===== src/rtl/cpt_pkg.sv =====
package cpt_pkg;

	localparam int TRAVEL_W   = 10;
	localparam int POS_W      = 10;
	localparam int LEVEL_W    = 7;
	localparam int PCT_W      = 7;
	localparam int PCT_IN_W   = 8;
	localparam int ELAPSED_W  = 13;
	localparam int MUL_W      = 16;
	localparam int DIVIDEND_W = 20;
	localparam int DIV_STEPS  = DIVIDEND_W;
	localparam int CNT_W      = $clog2(DIV_STEPS);

	localparam logic [TRAVEL_W-1:0] TRAVEL_RESET = TRAVEL_W'(30);
	localparam logic [TRAVEL_W-1:0] TRAVEL_MAX   = TRAVEL_W'(600);
	localparam logic [POS_W-1:0]    POS_MAX      = POS_W'(1000);
	localparam logic [PCT_IN_W-1:0] PCT_MAX      = PCT_IN_W'(100);

	// operation codes
	localparam logic [1:0] OP_GOTO = 2'd0;
	localparam logic [1:0] OP_STOP = 2'd1;
	localparam logic [1:0] OP_TICK = 2'd2;

	// direction codes
	localparam logic [1:0] DIR_STOP  = 2'd0;
	localparam logic [1:0] DIR_OPEN  = 2'd1;
	localparam logic [1:0] DIR_CLOSE = 2'd2;

	// goto status codes
	localparam logic [1:0] GS_NONE      = 2'd0;
	localparam logic [1:0] GS_AT_TARGET = 2'd1;
	localparam logic [1:0] GS_OPENING   = 2'd2;
	localparam logic [1:0] GS_CLOSING   = 2'd3;

	typedef enum logic [2:0] {
		S_IDLE,
		S_PREP,
		S_SCALE,
		S_TENTHS,
		S_DIV,
		S_FINISH,
		S_OUT
	} ctrl_state_t;

	typedef struct packed {
		logic load_in;
		logic prep;
		logic scale;
		logic tenths;
		logic div_step;
		logic finish;
		logic out_load;
	} cmd_t;

	typedef struct packed {
		logic out_full;
	} sts_t;

	// x / 10 for x below 1029
	function automatic logic [LEVEL_W-1:0] div10_narrow(input logic [POS_W-1:0] x);
		logic [17:0] p;
		p = {8'd0, x} * 18'd205;
		return p[17:11];
	endfunction

	// x / 10 for any 16-bit x, result kept to the elapsed width
	function automatic logic [ELAPSED_W-1:0] div10_wide(input logic [MUL_W-1:0] x);
		logic [31:0] p;
		p = {16'd0, x} * 32'd52429;
		return p[31:19];
	endfunction

endpackage


===== src/rtl/cpt_ctrl.sv =====
module cpt_ctrl (
	input  logic              clk,
	input  logic              arst_n,
	input  logic              in_valid,
	output logic              in_ready,
	input  cpt_pkg::sts_t     sts,
	output cpt_pkg::cmd_t     cmd
);

	cpt_pkg::ctrl_state_t state_q, state_d;
	logic [cpt_pkg::CNT_W-1:0] cnt_q;
	logic div_last;

	assign div_last = (cnt_q == cpt_pkg::CNT_W'(cpt_pkg::DIV_STEPS - 1));

	always_ff @(posedge clk or negedge arst_n) begin
		if (!arst_n) begin
			state_q <= cpt_pkg::S_IDLE;
			cnt_q   <= '0;
		end else begin
			state_q <= state_d;
			if (state_q == cpt_pkg::S_TENTHS) begin
				cnt_q <= '0;
			end else if (state_q == cpt_pkg::S_DIV) begin
				cnt_q <= cnt_q + 1'b1;
			end
		end
	end

	always_comb begin
		state_d = state_q;
		unique case (state_q)
			cpt_pkg::S_IDLE:   if (in_valid) state_d = cpt_pkg::S_PREP;
			cpt_pkg::S_PREP:   state_d = cpt_pkg::S_SCALE;
			cpt_pkg::S_SCALE:  state_d = cpt_pkg::S_TENTHS;
			cpt_pkg::S_TENTHS: state_d = cpt_pkg::S_DIV;
			cpt_pkg::S_DIV:    if (div_last) state_d = cpt_pkg::S_FINISH;
			cpt_pkg::S_FINISH: state_d = cpt_pkg::S_OUT;
			cpt_pkg::S_OUT:    if (!sts.out_full) state_d = cpt_pkg::S_IDLE;
			default:           state_d = cpt_pkg::S_IDLE;
		endcase
	end

	always_comb begin
		cmd      = '0;
		in_ready = 1'b0;
		unique case (state_q)
			cpt_pkg::S_IDLE: begin
				in_ready    = 1'b1;
				cmd.load_in = in_valid;
			end
			cpt_pkg::S_PREP:   cmd.prep     = 1'b1;
			cpt_pkg::S_SCALE:  cmd.scale    = 1'b1;
			cpt_pkg::S_TENTHS: cmd.tenths   = 1'b1;
			cpt_pkg::S_DIV:    cmd.div_step = 1'b1;
			cpt_pkg::S_FINISH: cmd.finish   = 1'b1;
			cpt_pkg::S_OUT:    cmd.out_load = !sts.out_full;
			default: ;
		endcase
	end

endmodule


===== src/rtl/cpt_datapath.sv =====
module cpt_datapath (
	input  logic                              clk,
	input  logic                              arst_n,
	input  cpt_pkg::cmd_t                     cmd,
	output cpt_pkg::sts_t                     sts,
	input  logic                              cfg_we,
	input  logic [cpt_pkg::TRAVEL_W-1:0]      cfg_data,
	input  logic [1:0]                        operation,
	input  logic [cpt_pkg::PCT_IN_W-1:0]      goal_pct,
	output logic [cpt_pkg::POS_W-1:0]         position_x10,
	output logic [cpt_pkg::LEVEL_W-1:0]       level_pct,
	output logic [1:0]                        move_dir,
	output logic                              motor_on,
	output logic                              report_valid,
	output logic [1:0]                        goto_status,
	output logic                              out_valid,
	input  logic                              out_ready
);

	// block state
	logic [cpt_pkg::TRAVEL_W-1:0]   travel_q;
	logic [cpt_pkg::ELAPSED_W-1:0]  elapsed_q;
	logic [1:0]                     dir_q;
	logic [cpt_pkg::PCT_W-1:0]      target_q;
	logic [cpt_pkg::POS_W-1:0]      pos_q;
	logic                           motor_q;

	// per-transaction working registers
	logic [1:0]                     op_q;
	logic [cpt_pkg::PCT_W-1:0]      pct_q;
	logic                           act_q;
	logic [cpt_pkg::LEVEL_W-1:0]    cur_q;
	logic [cpt_pkg::MUL_W-1:0]      mul_q;
	logic                           rem0_q;
	logic [cpt_pkg::ELAPSED_W-1:0]  tds_q;
	logic [cpt_pkg::TRAVEL_W-1:0]   rem_q;
	logic [cpt_pkg::DIVIDEND_W-1:0] quo_q;
	logic                           report_q;
	logic [1:0]                     status_q;

	// output register
	logic [cpt_pkg::POS_W-1:0]      out_pos_q;
	logic [cpt_pkg::LEVEL_W-1:0]    out_level_q;
	logic [1:0]                     out_dir_q;
	logic                           out_motor_q;
	logic                           out_report_q;
	logic [1:0]                     out_status_q;
	logic                           out_valid_q;

	logic [cpt_pkg::TRAVEL_W-1:0]   t_eff;
	logic [cpt_pkg::ELAPSED_W-1:0]  max_ds;
	logic                           act;
	logic [cpt_pkg::PCT_W-1:0]      sel_pct;
	logic [cpt_pkg::ELAPSED_W-1:0]  e_div10;
	logic [cpt_pkg::TRAVEL_W:0]     trial;
	logic                           trial_ge;
	logic [cpt_pkg::POS_W-1:0]      pos_div;
	logic                           at_limit;
	logic                           at_target;
	logic                           going_up;

	assign t_eff   = (travel_q > cpt_pkg::TRAVEL_MAX) ? cpt_pkg::TRAVEL_MAX : travel_q;
	assign max_ds  = cpt_pkg::ELAPSED_W'({3'd0, t_eff} * 13'd10);
	assign act     = (op_q == cpt_pkg::OP_TICK) && motor_q && (dir_q != cpt_pkg::DIR_STOP);
	assign sel_pct = (op_q == cpt_pkg::OP_GOTO) ? cur_q : target_q;
	assign e_div10 = cpt_pkg::div10_wide({3'd0, elapsed_q});

	// restoring divider step: elapsed * 100 / travel
	assign trial    = {rem_q, quo_q[cpt_pkg::DIVIDEND_W-1]};
	assign trial_ge = (trial >= {1'b0, t_eff});

	assign pos_div = (t_eff == '0) ? '0 :
		(quo_q > cpt_pkg::DIVIDEND_W'(cpt_pkg::POS_MAX)) ? cpt_pkg::POS_MAX :
		quo_q[cpt_pkg::POS_W-1:0];

	assign at_limit  = (dir_q == cpt_pkg::DIR_OPEN) ? (elapsed_q >= max_ds) : (elapsed_q == '0);
	assign at_target = (dir_q == cpt_pkg::DIR_OPEN) ? (elapsed_q >= tds_q) : (elapsed_q <= tds_q);
	assign going_up  = (pct_q > cur_q);

	always_ff @(posedge clk or negedge arst_n) begin
		if (!arst_n) begin
			travel_q  <= cpt_pkg::TRAVEL_RESET;
			elapsed_q <= '0;
			dir_q     <= cpt_pkg::DIR_STOP;
			target_q  <= '0;
			pos_q     <= '0;
			motor_q   <= 1'b0;
		end else begin
			if (cfg_we) begin
				travel_q <= cfg_data;
			end
			if (cmd.prep && act) begin
				if (dir_q == cpt_pkg::DIR_OPEN && elapsed_q < max_ds) begin
					elapsed_q <= elapsed_q + 1'b1;
				end else if (dir_q == cpt_pkg::DIR_CLOSE && elapsed_q != '0) begin
					elapsed_q <= elapsed_q - 1'b1;
				end
			end
			if (cmd.finish) begin
				case (op_q)
					cpt_pkg::OP_GOTO: begin
						if (cur_q != pct_q) begin
							dir_q     <= going_up ? cpt_pkg::DIR_OPEN : cpt_pkg::DIR_CLOSE;
							target_q  <= pct_q;
							elapsed_q <= tds_q;
							motor_q   <= 1'b1;
						end
					end
					cpt_pkg::OP_STOP: begin
						dir_q   <= cpt_pkg::DIR_STOP;
						motor_q <= 1'b0;
					end
					cpt_pkg::OP_TICK: begin
						if (act_q) begin
							if (at_limit || at_target) begin
								dir_q   <= cpt_pkg::DIR_STOP;
								motor_q <= 1'b0;
							end
							if (at_target && !at_limit) begin
								// snap to the exact target
								elapsed_q <= tds_q;
								pos_q     <= cpt_pkg::POS_W'({3'd0, target_q} * 10'd10);
							end else begin
								pos_q <= pos_div;
							end
						end
					end
					default: ;
				endcase
			end
		end
	end

	always_ff @(posedge clk) begin
		if (cmd.load_in) begin
			op_q  <= operation;
			pct_q <= (goal_pct > cpt_pkg::PCT_MAX) ? cpt_pkg::PCT_MAX[cpt_pkg::PCT_W-1:0] :
				goal_pct[cpt_pkg::PCT_W-1:0];
		end
		if (cmd.prep) begin
			act_q <= act;
			cur_q <= cpt_pkg::div10_narrow(pos_q);
		end
		if (cmd.scale) begin
			mul_q  <= cpt_pkg::MUL_W'({9'd0, sel_pct} * {6'd0, t_eff});
			rem0_q <= (elapsed_q == cpt_pkg::ELAPSED_W'(e_div10 * 13'd10));
		end
		if (cmd.tenths) begin
			tds_q <= cpt_pkg::div10_wide(mul_q);
			quo_q <= cpt_pkg::DIVIDEND_W'({7'd0, elapsed_q} * 20'd100);
			rem_q <= '0;
		end
		if (cmd.div_step) begin
			rem_q <= trial_ge ? cpt_pkg::TRAVEL_W'(trial - {1'b0, t_eff}) :
				trial[cpt_pkg::TRAVEL_W-1:0];
			quo_q <= {quo_q[cpt_pkg::DIVIDEND_W-2:0], trial_ge};
		end
		if (cmd.finish) begin
			case (op_q)
				cpt_pkg::OP_GOTO: begin
					report_q <= 1'b0;
					if (cur_q == pct_q) begin
						status_q <= cpt_pkg::GS_AT_TARGET;
					end else begin
						status_q <= going_up ? cpt_pkg::GS_OPENING : cpt_pkg::GS_CLOSING;
					end
				end
				cpt_pkg::OP_TICK: begin
					report_q <= act_q && (rem0_q || (at_target && !at_limit));
					status_q <= cpt_pkg::GS_NONE;
				end
				default: begin
					report_q <= 1'b0;
					status_q <= cpt_pkg::GS_NONE;
				end
			endcase
		end
		if (cmd.out_load) begin
			out_pos_q    <= pos_q;
			out_level_q  <= cpt_pkg::div10_narrow(pos_q);
			out_dir_q    <= dir_q;
			out_motor_q  <= motor_q;
			out_report_q <= report_q;
			out_status_q <= status_q;
		end
	end

	always_ff @(posedge clk or negedge arst_n) begin
		if (!arst_n) begin
			out_valid_q <= 1'b0;
		end else if (cmd.out_load) begin
			out_valid_q <= 1'b1;
		end else if (out_ready) begin
			out_valid_q <= 1'b0;
		end
	end

	assign sts.out_full = out_valid_q && !out_ready;

	assign position_x10 = out_pos_q;
	assign level_pct    = out_level_q;
	assign move_dir     = out_dir_q;
	assign motor_on     = out_motor_q;
	assign report_valid = out_report_q;
	assign goto_status  = out_status_q;
	assign out_valid    = out_valid_q;

endmodule


===== src/rtl/cover_position_tracker_unit.sv =====
// Time-based position tracker for a motorized cover. Each accepted transaction (goto, stop,
// 100 ms tick or the unused code) yields exactly one result holding the state after it. Most
// of the time from acceptance until the next one can be accepted goes to the 20-step
// restoring divider that turns elapsed run time into a position (elapsed * 100 /
// travel). The input side is free again as soon as the result sits in the output register,
// so a result waiting on out_ready only holds the next transaction at its final cycle. The
// travel time register (reset 30 s, values above 600 act as 600) is written through the cfg
// channel, by the user only while no transaction is in flight; the block does not enforce it.
module cover_position_tracker_unit (
	input  logic                         clk,
	input  logic                         arst_n,
	input  logic                         cfg_valid,
	output logic                         cfg_ready,
	input  logic [cpt_pkg::TRAVEL_W-1:0] cfg_data,
	input  logic                         in_valid,
	output logic                         in_ready,
	input  logic [1:0]                   operation,
	input  logic [cpt_pkg::PCT_IN_W-1:0] goal_pct,
	output logic                         out_valid,
	input  logic                         out_ready,
	output logic [cpt_pkg::POS_W-1:0]    position_x10,
	output logic [cpt_pkg::LEVEL_W-1:0]  level_pct,
	output logic [1:0]                   move_dir,
	output logic                         motor_on,
	output logic                         report_valid,
	output logic [1:0]                   goto_status
);

	cpt_pkg::cmd_t cmd;
	cpt_pkg::sts_t sts;

	assign cfg_ready = 1'b1;

	cpt_ctrl u_ctrl (
		.clk      (clk),
		.arst_n   (arst_n),
		.in_valid (in_valid),
		.in_ready (in_ready),
		.sts      (sts),
		.cmd      (cmd)
	);

	cpt_datapath u_datapath (
		.clk          (clk),
		.arst_n       (arst_n),
		.cmd          (cmd),
		.sts          (sts),
		.cfg_we       (cfg_valid && cfg_ready),
		.cfg_data     (cfg_data),
		.operation    (operation),
		.goal_pct     (goal_pct),
		.position_x10 (position_x10),
		.level_pct    (level_pct),
		.move_dir     (move_dir),
		.motor_on     (motor_on),
		.report_valid (report_valid),
		.goto_status  (goto_status),
		.out_valid    (out_valid),
		.out_ready    (out_ready)
	);

`ifndef NO_ASSERTIONS
	// motor drive and direction always change together
	a_motor_dir: assert property (@(posedge clk) disable iff (!arst_n)
		out_valid |-> (motor_on == (move_dir != cpt_pkg::DIR_STOP)))
		else $error("motor_on disagrees with move_dir");

	a_pos_range: assert property (@(posedge clk) disable iff (!arst_n)
		out_valid |-> (position_x10 <= cpt_pkg::POS_MAX))
		else $error("position above full travel");

	// a goto never flags a report
	a_goto_report: assert property (@(posedge clk) disable iff (!arst_n)
		(out_valid && goto_status != cpt_pkg::GS_NONE) |-> !report_valid)
		else $error("report flagged on goto transaction");

	// a new transaction is only taken with the pipeline empty
	a_accept_idle: assert property (@(posedge clk) disable iff (!arst_n)
		(in_valid && in_ready) |=> !in_ready)
		else $error("back-to-back accept");
`endif

endmodule


===== config.mk =====
export PLATFORM = sky130hd
export DESIGN_NAME = cover_position_tracker_unit
export DESIGN_NICKNAME = d
export VERILOG_FILES = /design/src/rtl/cpt_pkg.sv /design/src/rtl/cpt_ctrl.sv /design/src/rtl/cpt_datapath.sv /design/src/rtl/cover_position_tracker_unit.sv
export SDC_FILE = /design/constraint.sdc
export NUM_CORES = 1
export LEC_CHECK = 0
export BUFFER_PORTS_ARGS = -buffer_cell sky130_fd_sc_hd__buf_2
export CAP_MARGIN = 10
export CORE_ASPECT_RATIO = 0.8
export CORE_MARGIN = 2
export CORE_UTILIZATION = 25
export CTS_CLUSTER_SIZE = 16
export DETAILED_ROUTE_END_ITERATION = 10
export PLACE_DENSITY_LB_ADDON = 0.2
export SETUP_SLACK_MARGIN = 0.15
export SLEW_MARGIN = 20
export SYNTH_ARGS = -nofsm -noshare
export SYNTH_HDL_FRONTEND = slang
export SYNTH_SLANG_ARGS = --single-unit

===== constraint.sdc =====
create_clock -name clk -period 21.8 [get_ports clk]
set_input_delay 0 -clock clk [delete_from_list [all_inputs] [get_ports clk]]
set_output_delay 0 -clock clk [all_outputs]
set_load 0.005 [all_outputs]

* Yosys cells after proc, flatten, opt, wreduce, memory -nomap -nowiden
Cells that the tools add are included.
** Storage, ports and cells
- Bits in registers :: 155
- Input bits :: 25
- Output and inout bits :: 26
- Logic and storage cells :: 144
** Operators by class
- Add/subtract/negate cells :: 4
- $mul :: 8
- $lt $le $gt $ge :: 9
- Equal/unequal tests :: 20
- Multiplexer cells :: 47
- Bitwise operators :: 1
- Reduce and logical (&&, ||, !) cells :: 28
** Operators with widths (count)
- $mux W13 :: 7
- $mux W10 :: 7
- $mux W20 :: 2
- $mul A16 B16 Y32 const B :: 1
- $mul A13 B16 Y29 const B :: 1
- $ge A13 B13 Y1 :: 2
- $pmux W13 S2 :: 1
- $mul A10 B3 Y12 const B :: 2
- $pmux W3 S7 :: 1
- $gt A20 B10 Y1 const B :: 1
- $mul A10 B8 Y18 const B :: 1
- $mul A13 B5 Y18 const B :: 1
- $mux W1 :: 17
- $mul A7 B10 Y16 :: 1
- $add A13 B1 Y13 const B :: 1
- $eq A13 B13 Y1 :: 1
- $le A13 B13 Y1 :: 1
- $logic_not A13 Y1 :: 1
- $lt A13 B13 Y1 :: 1
- $reduce_bool A13 Y1 :: 1
- $sub A13 B1 Y13 const B :: 1
- $ge A11 B10 Y1 :: 1
- $gt A10 B10 Y1 const B :: 1
- $logic_not A10 Y1 :: 1
- other kinds (32) :: 62

* Depth between registers and ports, before layout
Gate-level depths: netlist of the first run.
- Word-level depth :: 11
- Gate-level depth with buffers :: 34
- Gate-level depth less buffers :: 34

* By module
From an unflattened synthesis of the first run, not the netlist that was laid out.
** Second synthesis, totals
- Cell total of the unflattened synthesis :: 2020
- Area total of the unflattened synthesis :: 20300.7 um2
** Modules (own cells, without submodules)
- cpt_datapath :: times used 1, cells an instance 1973, area each 19845.3 um2, seq. area each 4199.0 um2
- cpt_ctrl :: times used 1, cells an instance 45, area each 444.2 um2, seq. area each 200.2 um2
- cover_position_tracker_unit :: times used 1, cells an instance 2, area each 11.3 um2, seq. area each 0.0 um2

* Worst setup path after synthesis of the first run
OpenSTA, ideal clock, no wires.
- Path type :: register -> register
- Start point :: register u_datapath.elapsed_q[7] (netlist bit)
- End point :: register u_datapath.rem0_q, data pin
- Setup time :: 0.170 ns
- Data arrival time :: 6.771 ns
- Data required time :: 21.630 ns
- Slack :: 14.859 ns
- Stages on the path, launching flop included :: 32
- Buffers on the path :: 0
- Clock period less this slack :: 6.941 ns
- Cells stage by stage :: dfrtp_1 -> inv_1 -> ha_1 -> fa_1 -> fa_1 -> inv_1 -> fa_1 -> fa_1 -> inv_1 -> ha_1 -> a211oi_1 -> nor2_1 -> nor2_1 -> a31oi_1 -> o21a_1 -> o21a_1 -> o21ai_0 -> nor2b_1 -> xnor2_1 -> ha_1 -> ha_1 -> inv_1 -> fa_1 -> nand2b_1 -> a21oi_1 -> a21o_1 -> a21o_1 -> a21o_1 -> a21oi_1 -> xnor2_1 -> xnor3_1 -> nor4_2
** On the way
- Cells in the longest elaborated chain, start to end :: 3
** Ends and longest elaborated chain
- start: declaration :: line cpt_datapath.sv:22 : logic [cpt_pkg::ELAPSED_W-1:0] elapsed_q;
- start signal: assignment :: line cpt_datapath.sv:94 : elapsed_q <= elapsed_q + 1'b1;
- start signal: assignment :: line cpt_datapath.sv:96 : elapsed_q <= elapsed_q - 1'b1;
- start signal: assignment :: line cpt_datapath.sv:105 : elapsed_q <= tds_q;
- $mul A13 B16 Y29 :: line cpt_pkg.sv:69 : p = {16'd0, x} * 32'd52429;
- $mul A10 B3 Y12 :: line cpt_datapath.sv:146 : rem0_q <= (elapsed_q == cpt_pkg::ELAPSED_W'(e_div10 * 13'd10));
- $eq A13 B13 Y1 (*) :: line cpt_datapath.sv:146
- end signal: assignment :: line cpt_datapath.sv:146
- end: declaration :: line cpt_datapath.sv:34 : logic rem0_q;
Every way passes the cells marked *; elsewhere a longest branch is shown, timed or not.
A chain may end at the register's enable or synchronous reset.

* Worst setup path after layout of the first run
Same ends and word-level chain as after synthesis.

==> results of run 1 <==
[layer usage]
layer,up-vias,GRT usage [%]
met2,186,19.06
met5,-,0
met1,6957,19.90
li1,6908,-
met4,0,1.791
met3,21,1.508
[stage by stage]
step                instances  util (%)
floorplan                2008         -
global placement         3091     27.10
detailed placement       3091     27.10
CTS                      3159     28.30
global route             3159     28.30
finish                   3159     28.30
[state kept, by name, indices dropped and copies added, names as in the netlist, 10 cells and up]
register / count
u_datapath.rem_q: 10
u_datapath.quo_q: 20
u_datapath.travel_q: 10
u_datapath.pos_q: 10
u_datapath.tds_q: 13
u_datapath.elapsed_q: 13
u_datapath.position_x10: 10
u_datapath.mul_q: 16
[cells in the final DEF, fill, tap and decap left out, types with 31 or more instances in the layout]
cell type        n
buf_2           49
a21oi_1         74
xor2_1          31
xnor2_1         75
nand3_1         31
ha_1           421
a21o_1          37
inv_1          407
nor2_1         122
o21ai_0         49
nand2_1        112
dfrtp_1         48
dlygate4sd3_1   36
edfxtp_1       103
fa_1           196
[area by class of cell]
class / count / area [um^2] / share of cell area, %
Inverter: 407 / 1528 / 6.723
Clock inverter: 15 / 180.2 / 0.7929
Multi-Input combinational cell: 1424 / 14200 / 62.47
Sequential cell: 155 / 4399 / 19.36
Timing Repair Buffer: 96 / 688.2 / 3.028
Tap cell: 1045 / 1308 / 5.754
Clock buffer: 17 / 425.4 / 1.872
[worst min path at each step]
| stage | startpoint | endpoint | slack [ps] | depth (start not counted) |
|---|---|---|---|---|
| floorplan | arst_n | u_ctrl.cnt_q[0] | -300 | 0 |
| CTS | goal_pct[7] | u_datapath.pct_q[4] | 2 | 3 |
| global placement | operation[1] | u_datapath.op_q[1] | 180 | 1 |
| global route | goal_pct[7] | u_datapath.pct_q[3] | 50 | 3 |
| finish | goal_pct[7] | u_datapath.pct_q[4] | 30 | 3 |
| detailed placement | operation[0] | u_datapath.op_q[0] | 180 | 1 |
[kinds of logic (layout without fill, tap and decap cells)]
group	after synthesis	count (layout)	synth area share (%)
AO/OA/AOI/OAI	266	266	8.930
XOR/XNOR	107	107	4.706
adder cells (fa/ha/maj)	617	617	45.49
buffers and inverters	429	535	8.007
flip-flops	155	155	21.77
multiplexers	33	33	1.777
other	1	1	0.01856
AND/OR/NAND/NOR	400	400	9.301
[Yosys cell counts, drive strengths merged, types with 38 or more instances]
cell type and n:
a21o 38, a21oi 74, edfxtp 103, o21ai 51
xnor2 75, nor2 123, dfrtp 48, fa 196
ha 421, nand2 112, inv 407
[worst max-delay path, delay by kind of cell, from the launching register on]
kind | cells | cell delay, ps
buffers and inverters | 4 | 410
AOI/OAI and AO/OA | 10 | 1710
and+or+nand+nor | 5 | 790
DFF | 1 | 650
adders and majority gates | 9 | 3720
xor gates and xnor gates | 3 | 540
==> impl_results.md, run 1 <==
* CTS max path bufs at 2
* Total Routed Length at 51.83 mm
* Flops & latches, synth at 155
* RSZ-0062 raised after global routing: no
* Global placement routability congestion at 0.8560
* Placement Setup Slack at 13870 ps
* Root buffer cell: clkbuf_16
* P&R area growth vs syn at 12.47%
* Critical Path Most Common Cell: fa_1
* Fillers at around 8500
* Ant. Diodes at 0
* Clock Sinks at 155
* Post-synth top area cell: ha_1
* Clock-pin slew on the worst setup and hold paths at 70 ps
* GRT Total Usage at 12.76%
* Setup repair bufs after CTS at 0
* Clock tree from TritonCTS: done
* CP endpoint kind: register
* Mapped Avg Cell Area at 10.06 um^2
* R2r endpoint: u_datapath.rem0_q
* Leading register cell type out of synthesis: edfxtp_1
* Fin Setup TNS at 0 ps
* Total vias in the final route at between 10000 and 15000
* Hpwl dp at 43.86 mm
* CP Data Arrival Time at 8270 ps
* Site row count at slightly above 90
* Req. time, crit path at around 22000 ps
* Post-route cell area at 22720 um^2
* Final period utilization at 36.61%
* Iteration-0 DRC Markers at 798
* Worst-skew pair later-pin latency at 460 ps
* Syn Nets at 2650
* I/O pins at between 50 and 60
* Syn Inst Count at 2008
* Min Clock Period, post-route at ~8000 ps
* Min setup slack post-route at 13820 ps
* Asr flop ratio synth at approximately a third
* Routed WL per cell at 16.41 um
* Post-CTS sizing at 0
* Relative slew slack at 30.43%
* Worst-margin pin slew at 1015 ps
* Status: complete, no violations
* First-pass GRT wire length at 83.00 mm
* Remaining Overflow, GRT at 0
* CTS Hold Buffers Added at 36
* Routed wl met3 at 1.617 mm
* Met1 Wirelength at 27.96 mm
* Share of post-route cells with drive strength above 1 at just under 7%
* Die X at 321.9 um
* Critical path class: reg -> reg
* DRT Pass-1 Iters at 7
* # DRC at 0
* Top cells by area, synth: ha_1 (26%), fa_1 (19%), edfxtp_1 (15%), inv_1 (7.6%), dfrtp_1 (5.9%)
* Final Hold Viols at 0
* Startpoint Class: register
* Ys Warns at 0
* Clock skew at ~16 ps
* Post-synth EDFFs at 103
* CP max FO at 10
* Max Slew Vio Count at 0
* Initial antenna violation count at 0
* Number of buffers created by CTS at 17
* Number of max-cap violations at 0
* Max layer used: met4
* Crit path from: u_datapath.elapsed_q[7]
* Largest net degree at the start of global routing at 53
* Final setup fails at 0
* Placed Area at 21760 um^2
* Reg2Reg Launch Point: u_datapath.elapsed_q[7]
* Die height at ~260 um
* NumNets Final at 2743
* Final ANT Viol Nets at 0
* Worst min path class: in -> reg
* Initial Utilization at 25.17%
* Htree depth at 4
* CP max stage delay at roughly 650 ps
* Via/cell ratio at 4.455
* Seq/Total Area, Yosys at 21.77%
* Distinct cells, synth at 74
* Maximum clock rate at roughly 130 MHz
* Number of port buffers at 49
* R2R Setup Slk at 13820 ps
* Placeable core area at ~80000 um^2
* Met2 wire length at roughly 22 mm
* FF-to-FF path depth at 31
* Vias in the first global route at around 15000
* Share of the synthesized area in the top cell type at about a quarter
* Slowest cell on crit path: dfrtp_1
* Full die area at 83130 um^2
* Crit path to: u_datapath.rem0_q
* Hold slack at slightly above 30 ps
* Post-Synthesis Cell Area at around 20000 um^2
Power of run 1 is not shown: default switching activity piles up to over one toggle a cycle in this logic, so the estimate is an artifact.
==> inputs of run 2 (changes only) <==
ABC_AREA = 1   (was not set)
clock period = 7.7 ns   (was 21.8 ns; I/O delays follow)
==> run 2 against run 1 <==
  * Register-to-register slack got worse by 13000 ps
  * Clock skew is 0.71 ps lower
  * Synthesized cell count increased by 34%
  * Sequential share of layout area down 1.8 points
==> impl_results.md, run 2 <==
* Status: complete, no violations
* NumNets Final at approximately 3400
* Initial antenna violation count at 1
* CP endpoint kind: register
* Share of post-route cells with drive strength above 1 at 4.920%
* Die X at 337.4 um
* Clock tree from TritonCTS: done
* Flops & latches, synth at ~160
* Number of port buffers at 49
* GRT Total Usage at ~14%
* # DRC at 0
* Seq/Total Area, Yosys at 19.79%
* Worst-skew pair later-pin latency at 470 ps
* Total Routed Length at 61.96 mm
* Syn Nets at 3330
* Htree depth at 4
* Ant. Diodes at 0
* Site row count at 97
* Post-Synthesis Cell Area at 22230 um^2
* Ys Warns at 0
* Vias in the first global route at around 18000
* Max FFs per register at 20
* Final period utilization at 87.56%
* CP Data Arrival Time at 7060 ps
* First-pass GRT wire length at 99.99 mm
* CTS max path bufs at 2
* Min Clock Period, post-route at 6742 ps
* Slowest cell on crit path: fa_1
* Post-synth EDFFs at 103
* Syn Inst Count at 2688
* Most frequent cells in the layout: inv_1 (559), nand2_1 (532), ha_1 (421), fa_1 (196), nor2_1 (177)
* Share of the synthesized area in the top cell type at 23.70%
* Clock-pin slew on the worst setup and hold paths at 80 ps
* Routed WL per cell at 15.52 um
* CP max FO at 9
* Startpoint Class: register
* Most frequent cells after synthesis: inv_1 (560), nand2_1 (532), ha_1 (421), fa_1 (196), nor2_1 (179)
* Placeable core area at 87870 um^2
* Hpwl dp at approximately 53 mm
* Top-count cell post-synth: inv_1
* Final Hold Viols at 0
* Die height at 270.7 um
* Clock skew at roughly 15 ps
* CP max stage delay at 600 ps
* Global placement routability congestion at approximately 0.84
* Distinct cells, synth at 55
* Total vias in the final route at about 17000
* Req. time, crit path at 8020 ps
* Top reg by flops: u_datapath.quo_q
* DRT Pass-1 Iters at 5
* Max Slew Vio Count at 0
* I/O pins at 51
* Clock Sinks at 155
* Full die area at 91330 um^2
* Root buffer cell: clkbuf_16
* Initial Utilization at roughly a quarter
* Maximum clock rate at 148.3 MHz
* Iteration-0 DRC Markers at 971
* P&R area growth vs syn at 12.71%
* Via/cell ratio at 4.338
* Leading register cell type out of synthesis: edfxtp_1
* Critical Path Most Common Cell: nand2_1
* Largest registers: u_datapath.quo_q: 20 flops, u_datapath.mul_q: 16 flops
* Number of buffers created by CTS at 17
* Asr flop ratio synth at about a third
* Fin Setup TNS at 0 ps
* Top cells by area, synth: ha_1 (24%), fa_1 (18%), edfxtp_1 (14%), inv_1 (9.5%), nand2_1 (9.0%)
* Number of max-cap violations at 0
* Remaining Overflow, GRT at 0
* Largest net degree at the start of global routing at 53
* Final ANT Viol Nets at 0
* Worst-margin pin slew at 921.6 ps
* Most common cell after layout, fill and taps aside: inv_1
* RSZ-0062 raised after global routing: no
* Relative slew slack at 38.18%
* Post-synth top area cell: ha_1
* Critical path class: reg -> reg
* Mapped Avg Cell Area at 8.270 um^2
* Worst min path class: in -> reg
* Final setup fails at 0
* Hold slack at 32.44 ps
-- run 2: cell types whose count changed in the layout (fill, tap and decap cells not counted), sizes merged, moves of 27 or more --
cell | before | now
o21ai | 51 | 93
a21o | 38 | 11
nor2 | 123 | 182
inv | 412 | 571
xor2 | 31 | 62
xnor2 | 75 | 27
nand3 | 31 | 119
nand2 | 112 | 535
a21oi | 74 | 151
-- run 2: worst max-delay path: cells and delay by family (launching register included) --
kind	cells	cell delay, ps
DFF	1	350
AOI/OAI and AO/OA	1	290
and+or+nand+nor	18	1930
adders and majority gates	8	3330
buffers and inverters	7	700
-- run 2: layout make-up --
class / instances / area (um^2)
Timing Repair Buffer: 117 / 868.3
Inverter: 567 / 2132
Fill cell: 9572 / 62820
Clock buffer: 17 / 425.4
Tap cell: 1188 / 1486
Clock inverter: 15 / 191.4
Multi-Input combinational cell: 1934 / 15550
Sequential cell: 155 / 4399
-- run 2: per-stage QoR --
stage	instances	cell area, um^2	utilization (%)	setup slack [ps]
after CTS	3993	25050	28.50	810.2
after detailed placement	3916	23980	27.29	849.5
after global placement	3916	23980	27.29	879.2
final	3993	25050	28.51	958.2
after floorplan	2688	22230	-	1315
after global routing	3993	25050	28.51	158.3
-- run 2: path summary, 6_finish.rpt --
check | from | to | slack, ps | cells past startpoint
worst max-delay path | u_datapath.elapsed_q[9] | u_datapath.rem0_q | 960 | 34
worst min-delay path | goal_pct[7] | u_datapath.pct_q[2] | 30 | 4
worst max register to register | u_datapath.elapsed_q[9] | u_datapath.rem0_q | 960 | 34
worst min register to register | u_datapath.status_q[0] | u_datapath.goto_status[0] | 430 | 0
max in group asynchronous | arst_n | u_datapath.elapsed_q[8] | 6930 | 3
min in group asynchronous | arst_n | u_datapath.travel_q[0] | 210 | 3
-- run 2: repair_timing --
item	CTS	global route
resized for setup	0	2
hold endpoints to repair	70	0
hold buffers	45	0
setup buffers	0	0
endpoints found under the setup margin	0	1
-- run 2: kinds of logic after synthesis --
family,count (synthesis),synth area share (%)
DFF,155,19.79
xor gates and xnor gates,89,3.507
adders and majority gates,617,41.35
buffers and inverters,599,10.31
AOI/OAI and AO/OA,312,7.830
and+or+nand+nor,915,17.20
other,1,0.01687
-- run 2: metal layers --
layer	vias up	global-route usage, %	part of all wire [%]
li1	8855	-	-
met1	8152	22.61	56
met2	281	20.04	40
met3	33	1.598	3.2
met4	0	1.661	0.72
met5	-	0	0
Power of run 2 is left out for the same reason.
